[config.mk]
export PLATFORM = sky130hd
export DESIGN_NAME = mini_printf_formatter
export DESIGN_NICKNAME = d
export VERILOG_FILES = /design/src/mpf_pkg.sv /design/src/mini_printf_formatter.sv /design/src/mpf_front.sv /design/src/mpf_cmd_fifo.sv /design/src/mpf_back.sv
export SDC_FILE = /design/constraint.sdc
export NUM_CORES = 1
export LEC_CHECK = 0
export CORE_ASPECT_RATIO = 1.25
export CORE_MARGIN = 8
export CORE_UTILIZATION = 40
export CTS_CLUSTER_DIAMETER = 40
export CTS_CLUSTER_SIZE = 28
export DETAILED_ROUTE_END_ITERATION = 8
export DONT_BUFFER_PORTS = 1
export SLEW_MARGIN = 15
export SYNTH_ARGS = -nofsm -noshare
export SYNTH_HDL_FRONTEND = slang
export SYNTH_SLANG_ARGS = --single-unit
[constraint.sdc]
create_clock -name clk -period 12.4 [get_ports clk]
set_clock_uncertainty 0.1 [all_clocks]
set_input_delay 1.86 -clock clk [delete_from_list [all_inputs] [get_ports clk]]
set_output_delay 1.86 -clock clk [all_outputs]
set_load 0.05 [all_outputs]
[src/mpf_pkg.sv]
`timescale 1ns / 1ps

package mpf_pkg;

  localparam int MPF_CMD_DEPTH = 2;

  localparam logic [7:0] CH_NUL     = 8'h00;
  localparam logic [7:0] CH_PERCENT = 8'h25;
  localparam logic [7:0] CH_ZERO    = 8'h30;
  localparam logic [7:0] CH_UPPER_A = 8'h41;
  localparam logic [7:0] CH_UPPER_C = 8'h43;
  localparam logic [7:0] CH_UPPER_X = 8'h58;
  localparam logic [7:0] CH_LOWER_C = 8'h63;
  localparam logic [7:0] CH_LOWER_D = 8'h64;
  localparam logic [7:0] CH_LOWER_I = 8'h69;
  localparam logic [7:0] CH_LOWER_X = 8'h78;

  localparam logic [2:0] POS_CHAR_FIRST = 3'd0;
  localparam logic [2:0] POS_HEX_FIRST  = 3'd3;
  localparam logic [2:0] POS_DEC_FIRST  = 3'd4;

  // k times ten to the power of the digit position
  localparam logic [16:0] DEC_TBL [5][10] = '{
    '{17'd0, 17'd1, 17'd2, 17'd3, 17'd4, 17'd5, 17'd6, 17'd7, 17'd8, 17'd9},
    '{17'd0, 17'd10, 17'd20, 17'd30, 17'd40, 17'd50, 17'd60, 17'd70, 17'd80,
      17'd90},
    '{17'd0, 17'd100, 17'd200, 17'd300, 17'd400, 17'd500, 17'd600, 17'd700,
      17'd800, 17'd900},
    '{17'd0, 17'd1000, 17'd2000, 17'd3000, 17'd4000, 17'd5000, 17'd6000,
      17'd7000, 17'd8000, 17'd9000},
    '{17'd0, 17'd10000, 17'd20000, 17'd30000, 17'd40000, 17'd50000,
      17'd60000, 17'd70000, 17'd80000, 17'd90000}
  };

  typedef enum logic [1:0] {
    CMD_CHAR = 2'd0,
    CMD_HEX  = 2'd1,
    CMD_DEC  = 2'd2
  } mpf_kind_t;

  typedef struct packed {
    logic [7:0]  fmt_char;
    logic [15:0] value;
  } mpf_in_t;

  typedef struct packed {
    logic [7:0] out_char;
    logic       last;
  } mpf_out_t;

  typedef struct packed {
    mpf_kind_t   kind;
    logic [15:0] arg;
  } mpf_cmd_t;

  function automatic logic [7:0] digit_char(input logic [3:0] d);
    if (d < 4'd10) begin
      return CH_ZERO + {4'd0, d};
    end
    return CH_UPPER_A + {4'd0, d} - 8'd10;
  endfunction

endpackage

[src/mini_printf_formatter.sv]
`timescale 1ns / 1ps

// channel   ports                            accepted when
// input     in_push, in_full, in_item        in_push && !in_full
// result    out_pop, out_empty, out_item     out_pop && !out_empty
//
// results stream at one character per cycle unless the result stalls or no
// command waits; the back end sequencer gives one character for an echo or
// character, four for hex, five for decimal. an item's first character passes
// the command queue and output register; items that give no character skip both.
// rst_n is synchronous and clears the pending flag, command queue and sequencer.
// a stalled result holds; input stalls only while the command queue is full.

module mini_printf_formatter
  import mpf_pkg::*;
#(
  parameter int CmdDepth = MPF_CMD_DEPTH
) (
  input  logic     clk,
  input  logic     rst_n,
  input  logic     in_push,
  output logic     in_full,
  input  mpf_in_t  in_item,
  output logic     out_empty,
  input  logic     out_pop,
  output mpf_out_t out_item
);

  logic     cmd_full;
  logic     cmd_push;
  mpf_cmd_t cmd_wr;
  logic     cmd_vld;
  logic     cmd_pop;
  mpf_cmd_t cmd_rd;

  mpf_front u_front (
    .clk      (clk),
    .rst_n    (rst_n),
    .in_push  (in_push),
    .in_full  (in_full),
    .in_item  (in_item),
    .cmd_full (cmd_full),
    .cmd_push (cmd_push),
    .cmd      (cmd_wr)
  );

  mpf_cmd_fifo #(
    .Depth (CmdDepth)
  ) u_cmd_fifo (
    .clk     (clk),
    .rst_n   (rst_n),
    .push    (cmd_push),
    .wr_data (cmd_wr),
    .full    (cmd_full),
    .pop     (cmd_pop),
    .vld     (cmd_vld),
    .rd_data (cmd_rd)
  );

  mpf_back u_back (
    .clk       (clk),
    .rst_n     (rst_n),
    .cmd_vld   (cmd_vld),
    .cmd       (cmd_rd),
    .cmd_pop   (cmd_pop),
    .out_empty (out_empty),
    .out_pop   (out_pop),
    .out_item  (out_item)
  );

endmodule

[src/mpf_front.sv]
`timescale 1ns / 1ps

module mpf_front
  import mpf_pkg::*;
(
  input  logic     clk,
  input  logic     rst_n,
  input  logic     in_push,
  output logic     in_full,
  input  mpf_in_t  in_item,
  input  logic     cmd_full,
  output logic     cmd_push,
  output mpf_cmd_t cmd
);

  logic pending_r;
  logic pending_nxt;
  logic accept;

  assign in_full = cmd_full;
  assign accept  = in_push && !cmd_full;

  always_comb begin
    pending_nxt = pending_r;
    cmd_push    = 1'b0;
    cmd.kind    = CMD_CHAR;
    cmd.arg     = {8'd0, in_item.fmt_char};
    if (accept) begin
      priority if (in_item.fmt_char == CH_NUL) begin
        pending_nxt = 1'b0;
      end else if (pending_r) begin
        pending_nxt = 1'b0;
        priority if (in_item.fmt_char == CH_LOWER_X || in_item.fmt_char == CH_UPPER_X) begin
          cmd_push = 1'b1;
          cmd.kind = CMD_HEX;
          cmd.arg  = in_item.value;
        end else if (in_item.fmt_char == CH_LOWER_D || in_item.fmt_char == CH_LOWER_I) begin
          cmd_push = 1'b1;
          cmd.kind = CMD_DEC;
          cmd.arg  = in_item.value;
        end else if (in_item.fmt_char == CH_LOWER_C || in_item.fmt_char == CH_UPPER_C) begin
          cmd_push = 1'b1;
          cmd.kind = CMD_CHAR;
          cmd.arg  = {8'd0, in_item.value[7:0]};
        end else begin
          cmd_push = 1'b0;
        end
      end else if (in_item.fmt_char == CH_PERCENT) begin
        pending_nxt = 1'b1;
      end else begin
        cmd_push = 1'b1;
      end
    end
  end

  always_ff @(posedge clk) begin
    if (!rst_n) begin
      pending_r <= 1'b0;
    end else begin
      pending_r <= pending_nxt;
    end
  end

endmodule

[src/mpf_cmd_fifo.sv]
`timescale 1ns / 1ps

module mpf_cmd_fifo
  import mpf_pkg::*;
#(
  parameter int Depth = MPF_CMD_DEPTH
) (
  input  logic     clk,
  input  logic     rst_n,
  input  logic     push,
  input  mpf_cmd_t wr_data,
  output logic     full,
  input  logic     pop,
  output logic     vld,
  output mpf_cmd_t rd_data
);

  localparam int PtrW = (Depth > 1) ? $clog2(Depth) : 1;
  localparam int CntW = $clog2(Depth + 1);

  mpf_cmd_t        mem_r [Depth];
  logic [PtrW-1:0] wr_ptr_r;
  logic [PtrW-1:0] rd_ptr_r;
  logic [CntW-1:0] count_r;
  logic            do_push;
  logic            do_pop;

  assign full    = (count_r == CntW'(Depth));
  assign vld     = (count_r != '0);
  assign rd_data = mem_r[rd_ptr_r];
  assign do_push = push && !full;
  assign do_pop  = pop && vld;

  always_ff @(posedge clk) begin
    if (do_push) begin
      mem_r[wr_ptr_r] <= wr_data;
    end
  end

  always_ff @(posedge clk) begin
    if (!rst_n) begin
      wr_ptr_r <= '0;
      rd_ptr_r <= '0;
      count_r  <= '0;
    end else begin
      if (do_push) begin
        wr_ptr_r <= (wr_ptr_r == PtrW'(Depth - 1)) ? '0 : wr_ptr_r + PtrW'(1);
      end
      if (do_pop) begin
        rd_ptr_r <= (rd_ptr_r == PtrW'(Depth - 1)) ? '0 : rd_ptr_r + PtrW'(1);
      end
      if (do_push && !do_pop) begin
        count_r <= count_r + CntW'(1);
      end else if (do_pop && !do_push) begin
        count_r <= count_r - CntW'(1);
      end
    end
  end

  a_count_bound: assert property (@(posedge clk) disable iff (!rst_n)
    count_r <= CntW'(Depth))
    else $error("command queue count overflow");

  a_no_push_full: assert property (@(posedge clk) disable iff (!rst_n)
    !(push && full))
    else $error("command pushed into full queue");

  a_no_pop_empty: assert property (@(posedge clk) disable iff (!rst_n)
    !(pop && !vld))
    else $error("command popped from empty queue");

endmodule

[src/mpf_back.sv]
`timescale 1ns / 1ps

module mpf_back
  import mpf_pkg::*;
(
  input  logic     clk,
  input  logic     rst_n,
  input  logic     cmd_vld,
  input  mpf_cmd_t cmd,
  output logic     cmd_pop,
  output logic     out_empty,
  input  logic     out_pop,
  output mpf_out_t out_item
);

  logic        busy_r;
  mpf_kind_t   kind_r;
  logic [15:0] val_r;
  logic [2:0]  pos_r;
  logic        out_vld_r;
  mpf_out_t    out_r;

  mpf_kind_t   cur_kind;
  logic [15:0] cur_val;
  logic [2:0]  cur_pos;
  logic        cur_last;
  logic [3:0]  hex_nib;
  logic [3:0]  dec_dig;
  logic [16:0] dec_rem;
  logic [7:0]  cur_char;
  logic [15:0] val_nxt;
  logic        step;

  assign out_empty = !out_vld_r;
  assign out_item  = out_r;

  assign step    = (busy_r || cmd_vld) && (!out_vld_r || out_pop);
  assign cmd_pop = step && !busy_r;

  always_comb begin
    if (busy_r) begin
      cur_kind = kind_r;
      cur_val  = val_r;
      cur_pos  = pos_r;
    end else begin
      cur_kind = cmd.kind;
      cur_val  = cmd.arg;
      unique case (cmd.kind)
        CMD_HEX: cur_pos = POS_HEX_FIRST;
        CMD_DEC: cur_pos = POS_DEC_FIRST;
        default: cur_pos = POS_CHAR_FIRST;
      endcase
    end
  end

  assign cur_last = (cur_pos == 3'd0);

  always_comb begin
    unique case (cur_pos[1:0])
      2'd3: hex_nib = cur_val[15:12];
      2'd2: hex_nib = cur_val[11:8];
      2'd1: hex_nib = cur_val[7:4];
      2'd0: hex_nib = cur_val[3:0];
    endcase
  end

  // one decimal digit per step: compare against multiples of the place value
  always_comb begin
    dec_dig = 4'd0;
    for (int k = 1; k < 10; k++) begin
      if ({1'b0, cur_val} >= DEC_TBL[cur_pos][k]) begin
        dec_dig = 4'(k);
      end
    end
    dec_rem = {1'b0, cur_val} - DEC_TBL[cur_pos][dec_dig];
  end

  always_comb begin
    unique case (cur_kind)
      CMD_HEX: begin
        cur_char = digit_char(hex_nib);
        val_nxt  = cur_val;
      end
      CMD_DEC: begin
        cur_char = digit_char(dec_dig);
        val_nxt  = dec_rem[15:0];
      end
      default: begin
        cur_char = cur_val[7:0];
        val_nxt  = cur_val;
      end
    endcase
  end

  always_ff @(posedge clk) begin
    if (step) begin
      out_r.out_char <= cur_char;
      out_r.last     <= cur_last;
      kind_r         <= cur_kind;
      val_r          <= val_nxt;
      pos_r          <= cur_pos - 3'd1;
    end
  end

  always_ff @(posedge clk) begin
    if (!rst_n) begin
      busy_r    <= 1'b0;
      out_vld_r <= 1'b0;
    end else begin
      if (step) begin
        busy_r    <= !cur_last;
        out_vld_r <= 1'b1;
      end else if (out_pop) begin
        out_vld_r <= 1'b0;
      end
    end
  end

  a_busy_multi: assert property (@(posedge clk) disable iff (!rst_n)
    busy_r |-> (kind_r == CMD_HEX || kind_r == CMD_DEC))
    else $error("sequencer busy on single character command");

  a_pos_range: assert property (@(posedge clk) disable iff (!rst_n)
    (busy_r && kind_r == CMD_HEX) |-> (pos_r < POS_HEX_FIRST))
    else $error("hex digit position out of range");

  a_last_ends: assert property (@(posedge clk) disable iff (!rst_n)
    (step && cur_last) |=> !busy_r)
    else $error("sequencer still busy after last beat");

  a_no_pop_busy: assert property (@(posedge clk) disable iff (!rst_n)
    busy_r |-> !cmd_pop)
    else $error("command taken while sequence in progress");

endmodule
==> impl_metrics.env, run 1 <==
export IMPL_outcome="finished clean"
export IMPL_synth_cell_types=83
export IMPL_crit_end="u_back.val_r[15]$_DFFE_PP_"
export IMPL_syn_num_nets=964
export IMPL_die_area_um2=23200
export IMPL_worstPathArrival_ps=9160
export IMPL_antennaDiodeCount=0
export IMPL_overflow=0
export IMPL_clkLatencyLatePin_ps=330
export IMPL_drive_above_1_share_pct=7.04
export IMPL_finalNetCount=960
export IMPL_ant_nets=0
export IMPL_critical_path_max_fanout=39
export IMPL_nFillCells=1845
export IMPL_grt_pass1_wl_um=35200
export IMPL_die_h_um=168
export IMPL_io_pins=39
export IMPL_globalplace_congestion=0.970
export IMPL_drc=0
export IMPL_synth_simple_area_share_pct=18.4
export IMPL_reg2reg_from="u_back.busy_r$_SDFFE_PN0P_"
export IMPL_grt_max_degree=40
export IMPL_r2r_end="u_back.val_r[15]$_DFFE_PP_"
export IMPL_drt_wl_total_um=22300
export IMPL_worstSetupStartpointType="flop"
export IMPL_post_cts_setup_buffer_count=0
export IMPL_syn_avg_cell_area_um2=8.86
export IMPL_maxCapViolCount=0
export IMPL_clk_path_buf_depth=2
export IMPL_finalCriticalPeriod_ps=9200
export IMPL_muxShareOfSynthArea_pct=5.77
export IMPL_htree_num_levels=3
export IMPL_critPathLaunch="u_back.busy_r$_SDFFE_PN0P_"
export IMPL_synthXorXnorAreaFrac_pct=2.13
export IMPL_port_buffers=0
export IMPL_area_delta_synth_final_pct=7.51
export IMPL_synthArstFlopShare_pct=0
export IMPL_tns_ps=0
export IMPL_cts_hold_buf=0
export IMPL_maxSlewViolCount=0
export IMPL_row_count=55
export IMPL_syn_area_um2=7420
export IMPL_grt_pass1_vias=6647
export IMPL_multi_input_area_um2=4940
export IMPL_cts_buffers_inserted=9
export IMPL_period_share_pct=74.2
export IMPL_synth_compound_area_share_pct=23.6
export IMPL_cts_root_buf="clkbuf_16"
export IMPL_cp_required_ps=12360
export IMPL_vias=6719
export IMPL_maxSlewHeadroom_pct=40.6
export IMPL_synth_top_family_by_area="compound AO/OA/AOI/OAI gates"
export IMPL_synth_seq_area_share_pct=28.9
export IMPL_hp_start="u_cmd_fifo.count_r[1]$_SDFFE_PN0P_"
export IMPL_grt_antenna_before_repair=0
export IMPL_start_util_pct=40.8
export IMPL_ys_ff_latch=74
export IMPL_yosysWarnings=0
export IMPL_firstDrtPassIters=5
export IMPL_clk_pin_slew_ps=60
export IMPL_rsz0062_at_grt="false"
export IMPL_worstSetupEndpointType="flop"
export IMPL_via_per_inst=6.30
export IMPL_ff_latch_area_um2=2140
export IMPL_criticalPathCategory="reg2reg"
export IMPL_synthFlopType="edfxtp_1"
export IMPL_grt_usage_pct=19.3
export IMPL_syn_inst=837
export IMPL_wl_per_cell_um=21.0
export IMPL_cts_repair_resized=0
export IMPL_ff2ff_path_depth=27
export IMPL_core_area_um2=18200
export IMPL_cts_tree="built"
export IMPL_cts_sinks=74
export IMPL_synth_edf_count=66
export IMPL_holdWs_ps=450
export IMPL_die_w_um=138
export IMPL_drt_iter0_drc=643
export IMPL_hold_path_class="reg2reg"
export IMPL_finalHoldViolCount=0
export IMPL_hpwl_um=17100
export IMPL_fmax_mhz=109
export IMPL_synthAdderAreaFrac_pct=16.8
export IMPL_worst_pin_slew_ps=888
export IMPL_r2r_slack_ps=3200
export IMPL_setup_viol=0
## per-stage QoR
stage          utilization (%)  cell area, um^2  std cells  worst slack [ps]
2_1_floorplan                -             7420        837              5260
5_1_grt                   43.9             7980       1066              2740
3_5_place_dp              42.1             7640       1050              3400
3_3_place_gp              42.1             7640       1050              3390
6_report                  43.9             7980       1066              3200
4_1_cts                   43.9             7980       1066              3380
## flip-flops by register name, indices dropped and copies added, names as in the netlist, 2 cells and up, named ones only
name and count:
u_cmd_fifo.mem_r 36, u_back.val_r 16, u_back.out_item 9, u_back.pos_r 3, u_back.kind_r 2, u_cmd_fifo.count_r 2
## cells in the mapped netlist (13+ instances only)
master / count / area share (%)
clkbuf_1: 15 / 0.76
nor3_1: 23 / 1.6
a21o_1: 14 / 1.4
nor2b_1: 13 / 1.1
nand2_1: 79 / 4.0
a21oi_1: 60 / 4.0
nand4_1: 13 / 1.1
nor2_1: 61 / 3.1
and2_1: 18 / 1.5
ha_1: 98 / 17
inv_1: 37 / 1.9
o21ai_0: 44 / 3.0
nand3_1: 27 / 1.8
a211oi_1: 13 / 1.3
edfxtp_1: 66 / 27
o21a_1: 17 / 1.7
mux2i_1: 27 / 3.6
mux2_2: 13 / 2.0
## area by class of cell
cell class	instances	share of cell area, %
Tap cell	228	3.58
Timing Repair Buffer	15	1.41
Sequential cell	74	26.9
Multi-Input combinational cell	692	62.0
Clock buffer	12	3.77
Inverter	41	1.95
Clock inverter	4	0.439
## per-layer routing
metal,global-route usage [%],vias to the layer above,share of wire (%)
li1,-,3191,-
met5,0,-,0
met1,23.0,3143,40
met2,31.6,312,48
met4,11.3,0,4.9
met3,3.25,73,6.9
## cells in the final DEF (no fill, tap or decap), types with 15 or more instances in the layout
cell type   n
buf_4      15
and2_1     18
nand3_1    27
ha_1       98
o21ai_0    42
nor3_1     23
inv_1      37
a21oi_1    60
nor2_1     60
nand2_1    79
o21a_1     17
edfxtp_1   66
mux2i_1    27
## cell families after synthesis
| kind of cell | after synthesis |
|---|---|
| AOI/OAI and AO/OA | 257 |
| xor gates and xnor gates | 18 |
| adders and majority gates | 99 |
| buffers and inverters | 71 |
| DFF | 74 |
| muxes | 41 |
| and+or+nand+nor | 277 |
## critical path, stage by stage (launching register included)
cell and delay [ps]:
dfxtp_1 770, buf_4 390, nor4b_1 100, a211o_1 460, inv_2 630, nand2_1 580
ha_1 600, nand4_1 200, or4_1 560, nor3_1 210, a211o_1 210, nor3b_1 200
a311o_1 140, buf_4 270, clkinv_2 360, o21ai_1 350, a211oi_1 130, a221o_1 390
ha_1 230, or3_1 390, o211ai_1 280, a31oi_1 170, a31oi_1 300, o21ai_0 260
o211ai_1 160, o31ai_1 100, nor4b_2 220, o211ai_1 120
## worst min path at each step
stage | depth (start not counted) | end | slack (ps)
CTS | 2 | u_cmd_fifo.count_r[1]$_SDFFE_PN0P_ | 460
detailed placement | 2 | u_cmd_fifo.count_r[1]$_SDFFE_PN0P_ | 450
finish | 2 | u_cmd_fifo.count_r[1]$_SDFFE_PN0P_ | 450
floorplan | 2 | u_cmd_fifo.count_r[1]$_SDFFE_PN0P_ | 400
global placement | 2 | u_cmd_fifo.count_r[1]$_SDFFE_PN0P_ | 440
global route | 2 | u_cmd_fifo.count_r[1]$_SDFFE_PN0P_ | 520
Power of run 1 is left out: the tool's default activity adds up to more than one toggle a clock period on the data nets, which glitch-free logic cannot reach.
==> run 2, diff against run 1 <==
Clock period 12.4 ns to 7.4 ns, I/O delays scaled along.
==> run 2 against run 1 <==
Compared with the run above:
- global-route usage up 1.2 points
- flip-flop and latch count unchanged
- utilization up 2.5 points
- sequential share of layout area down 1.4 points
- hold slack better by 3.4 ps
- clock-buffer cell count down 1
- die area unchanged
- largest cell class unchanged
- setup slack worse by 2900 ps
==> impl_metrics.env, run 2 (synthesis results as in run 1) <==
export IMPL_most_common_layout_cells="ha_1 (97), nand2_1 (78), buf_4 (70)"
export IMPL_finalCriticalPeriod_ps=7070
export IMPL_worstSetupEndpointType="flop"
export IMPL_met2_usage_pct=34.2
export IMPL_drt_iter0_drc=587
export IMPL_ff_latch_area_um2=2140
export IMPL_critical_path_max_fanout=15
export IMPL_met1_usage_pct=24.2
export IMPL_grt_pass1_wl_um=36900
export IMPL_firstDrtPassIters=6
export IMPL_overflow=0
export IMPL_multi_input_area_um2=4990
export IMPL_outcome="finished clean"
export IMPL_grt_pass1_vias=6851
export IMPL_crit_path_max_incr_delay_ps=450
export IMPL_criticalPathCategory="reg2reg"
export IMPL_io_pins=39
export IMPL_globalplace_congestion=0.942
export IMPL_ff2ff_path_depth=26
export IMPL_use_met3_pct=2.80
export IMPL_finalHoldViolCount=0
export IMPL_row_count=55
export IMPL_final_common_cell="ha_1"
export IMPL_maxSlewViolCount=0
export IMPL_cp_slowest_cell="fa_1"
export IMPL_hpwl_um=18500
export IMPL_vias=6913
export IMPL_worstSetupStartpointType="flop"
export IMPL_die_area_um2=23200
export IMPL_die_w_um=138
export IMPL_largest_reg_flops=36
export IMPL_busiest_layer="met2"
export IMPL_r2r_end="u_back.val_r[14]$_DFFE_PP_"
export IMPL_postLayoutCoreUtil_pct=46.4
export IMPL_hold_path_endpoint="u_cmd_fifo.count_r[1]$_SDFFE_PN0P_"
export IMPL_clk_pin_slew_ps=60
export IMPL_die_h_um=168
export IMPL_wl_per_cell_um=21.0
export IMPL_htree_num_levels=3
export IMPL_drive_above_1_share_pct=13.8
export IMPL_hold_path_class="reg2reg"
export IMPL_hp_start="u_cmd_fifo.count_r[1]$_SDFFE_PN0P_"
export IMPL_drc=0
export IMPL_cts_tree="built"
export IMPL_worstPathArrival_ps=7060
export IMPL_area_delta_synth_final_pct=13.5
export IMPL_drt_wl_total_um=23600
export IMPL_antennaDiodeCount=0
export IMPL_r2r_slack_ps=330
export IMPL_cp_required_ps=7390
export IMPL_grt_max_degree=32
export IMPL_maxSlewHeadroom_pct=30.6
export IMPL_grt_usage_pct=20.5
export IMPL_hold_depth=2
export IMPL_period_share_pct=95.6
export IMPL_holdWs_ps=454
export IMPL_cts_hold_buf=0
export IMPL_cts_sinks=74
export IMPL_setup_viol=0
export IMPL_finalNetCount=1015
export IMPL_worst_pin_slew_ps=1030
export IMPL_ant_nets=0
export IMPL_clkLatencyLatePin_ps=340
export IMPL_port_buffers=0
export IMPL_start_util_pct=40.8
export IMPL_clk_path_buf_depth=2
export IMPL_core_area_um2=18200
export IMPL_regMostFlops="u_cmd_fifo.mem_r"
export IMPL_cts_root_buf="clkbuf_16"
export IMPL_via_per_inst=6.17
export IMPL_grt_antenna_before_repair=0
export IMPL_fmax_mhz=141
export IMPL_maxCapViolCount=0
export IMPL_tns_ps=0
export IMPL_nFillCells=1847
export IMPL_cts_buffers_inserted=9
## run 2: cell count changes in the layout (fill, tap and decap cells not counted), moves of 2 or more
cell | before | now
a211oi_1 | 13 | 11
a211oi_2 | 1 | 3
buf_4 | 15 | 70
clkinv_4 | 3 | 0
inv_6 | 1 | 4
nor2_1 | 60 | 58
nor2_2 | 1 | 3
o21ai_2 | 1 | 3
## run 2: metrics by stage
step                setup slack [ps]  cells  cell area (um^2)
detailed placement               120   1105              8050
finish                           327   1121              8420
global route                   -28.0   1121              8420
global placement                90.0   1105              8050
floorplan                        259    837              7420
CTS                             53.5   1121              8370
## run 2: worst max path at each step
stage	from	to	slack, ps	depth (start not counted)
3_5_place_dp	u_back.busy_r$_SDFFE_PN0P_	u_back.val_r[15]$_DFFE_PP_	120	28
6_report	flop	u_back.val_r[14]$_DFFE_PP_	330	26
3_3_place_gp	u_back.busy_r$_SDFFE_PN0P_	u_back.val_r[14]$_DFFE_PP_	90	30
2_1_floorplan	flop	u_back.val_r[14]$_DFFE_PP_	260	33
4_1_cts	u_back.busy_r$_SDFFE_PN0P_	u_back.val_r[15]$_DFFE_PP_	50	28
5_1_grt	u_back.busy_r$_SDFFE_PN0P_	u_back.val_r[14]$_DFFE_PP_	-30	30
## run 2: critical path, delay by kind of cell, from the launching register on
family	cells	cell delay (ps)
AO/OA/AOI/OAI	13	3000
multiplexers	3	940
adder cells (fa/ha/maj)	2	860
AND/OR/NAND/NOR	4	800
buffers and inverters	3	640
flip-flops	1	400
XOR/XNOR	1	80
## run 2: per-layer routing
metal / part of all wire (%) / up-vias
met4: 5.7 / 0
li1: - / 3310
met2: 48 / 246
met5: 0 / -
met1: 41 / 3277
met3: 4.6 / 80
## run 2: layout make-up
type	count	share of cell area, %
Inverter	41	1.90
Clock inverter	5	0.520
Timing Repair Buffer	70	6.24
Clock buffer	11	3.27
Tap cell	228	3.39
Multi-Input combinational cell	692	59.3
Sequential cell	74	25.4
## run 2: what timing repair did
action                                  CTS  global route
endpoints found under the setup margin    0             3
buffers inserted                          0             0
endpoints found under the hold margin     0             0
gates resized for setup                   0            15
Power of run 2 is left out for the same reason.
==> run 3, diff against run 2 <==
Settings changed: ABC_CLOCK_PERIOD_IN_PS set to 7400, CTS_BUF_LIST set to sky130_fd_sc_hd__clkbuf_2.
==> run 3 against run 2 <==
Compared with the run above:
- hold slack better by 17 ps
- global-route usage is 0.093 points lower
- setup slack lost 14 ps
- register-to-register slack hardly changed
- fmax decreased by 0.20%
- sequential share of layout area increased by 0.52 points
- die area stayed put
- flip-flop and latch count stayed put
- clock-buffer cell count fell by 2
- cell count hardly changed
- largest cell class unchanged
- non-clock buffer count did not move
- critical path type unchanged
==> impl_metrics.env, run 3 (synthesis results as in run 1) <==
export IMPL_outcome="finished clean"
export IMPL_clk_path_buf_depth=2
export IMPL_grt_antenna_before_repair=1
export IMPL_die_h_um=168
export IMPL_most_common_layout_cells="ha_1 (97), nand2_1 (78), buf_4 (70)"
export IMPL_finalHoldViolCount=0
export IMPL_fin_cells=1122
export IMPL_vias=6894
export IMPL_worst_pin_slew_ps=895
export IMPL_cts_buffers_inserted=9
export IMPL_maxSlewViolCount=0
export IMPL_met2_length_um=11400
export IMPL_drive_above_1_share_pct=13.8
export IMPL_worstPathArrival_ps=7290
export IMPL_grt_pass1_wl_um=36800
export IMPL_critical_path_max_fanout=15
export IMPL_drt_iter0_drc=567
export IMPL_grt_max_degree=32
export IMPL_wl_per_cell_um=20.9
export IMPL_ant_nets=0
export IMPL_met3WireLength_um=1050
export IMPL_regMostFlops="u_cmd_fifo.mem_r"
export IMPL_overflow=0
export IMPL_start_util_pct=40.8
export IMPL_row_count=55
export IMPL_via_per_inst=6.14
export IMPL_cp_required_ps=7600
export IMPL_worstSetupEndpointType="flop"
export IMPL_hpwl_um=18500
export IMPL_setup_viol=0
export IMPL_globalplace_congestion=0.942
export IMPL_worstSetupStartpointType="flop"
export IMPL_fmax_mhz=141
export IMPL_place_inst=1105
export IMPL_crit_path_max_incr_delay_ps=450
export IMPL_htree_num_levels=3
export IMPL_finalNetCount=1015
export IMPL_clk_pin_slew_ps=240
export IMPL_drt_met1_wl_um=9680
export IMPL_firstDrtPassIters=9
export IMPL_topRoutingLayerUsed="met4"
export IMPL_period_share_pct=95.8
export IMPL_clkLatencyLatePin_ps=540
export IMPL_core_area_um2=18200
export IMPL_grt_pass1_vias=6860
export IMPL_crit_family="compound AO/OA/AOI/OAI gates"
export IMPL_cts_tree="built"
export IMPL_final_common_cell="ha_1"
export IMPL_port_buffers=0
export IMPL_maxSlewHeadroom_pct=39.7
export IMPL_drt_wl_total_um=23500
export IMPL_io_pins=39
export IMPL_path_buf_inv=3
export IMPL_die_area_um2=23200
export IMPL_cts_sinks=74
export IMPL_cp_slowest_cell="dfxtp_1"
export IMPL_area_delta_synth_final_pct=11.3
export IMPL_rsz0062_at_grt="true"
export IMPL_maxCapViolCount=0
export IMPL_largest_reg_flops=36
export IMPL_hold_path_class="reg2reg"
export IMPL_grt_usage_pct=20.4
export IMPL_drc=0
export IMPL_finalCriticalPeriod_ps=7090
export IMPL_criticalPathCategory="reg2reg"
export IMPL_die_w_um=138
export IMPL_cts_root_buf="clkbuf_2"
export IMPL_cts_hold_buf=0
export IMPL_postLayoutCoreUtil_pct=45.4
## run 3: worst paths after layout
check / startpoint / end / slack, ps / cells past startpoint
min: u_cmd_fifo.count_r[1]$_SDFFE_PN0P_ / u_cmd_fifo.count_r[1]$_SDFFE_PN0P_ / 470 / 2
max: flop / u_back.val_r[14]$_DFFE_PP_ / 310 / 26
max reg2reg: flop / u_back.val_r[14]$_DFFE_PP_ / 310 / 26
min reg2reg: u_cmd_fifo.count_r[1]$_SDFFE_PN0P_ / u_cmd_fifo.count_r[1]$_SDFFE_PN0P_ / 470 / 2
## run 3: layer usage
layer  track usage (%)  vias up
li1                  -     3312
met1              24.0     3273
met2              34.3      232
met3              2.92       77
met4              12.0        0
met5                 0        -
## run 3: final cells by class
class	instances	area, um^2
Inverter	41	160
Sequential cell	74	2140
Antenna cell	1	2.50
Timing Repair Buffer	70	526
Fill cell	1866	9910
Tap cell	228	285
Clock buffer	9	45.0
Multi-Input combinational cell	692	4990
Clock inverter	7	104
## run 3: what timing repair did
action / 4_1_cts / 5_1_grt
gates resized for setup: 0 / 16
setup buffers: 0 / 0
setup endpoints to repair: 0 / 4
## run 3: worst min-delay path: stages (launching register included)
cell and delay [ps]:
dfxtp_1 410, o21ai_0 80, a21boi_0 70
## run 3: through the flow
| stage | worst slack (ps) | hold slack, ps | TNS [ps] | cell area, um^2 |
|---|---|---|---|---|
| floorplan | 259 | 399 | 0 | 7420 |
| global placement | 90.0 | 452 | 0 | 8050 |
| detailed placement | 120 | 446 | 0 | 8050 |
| CTS | 14.1 | 475 | 0 | 8200 |
| global route | -69.7 | 484 | -78.0 | 8260 |
| finish | 313 | 471 | 0 | 8260 |
Power of run 3 is left out for the same reason.
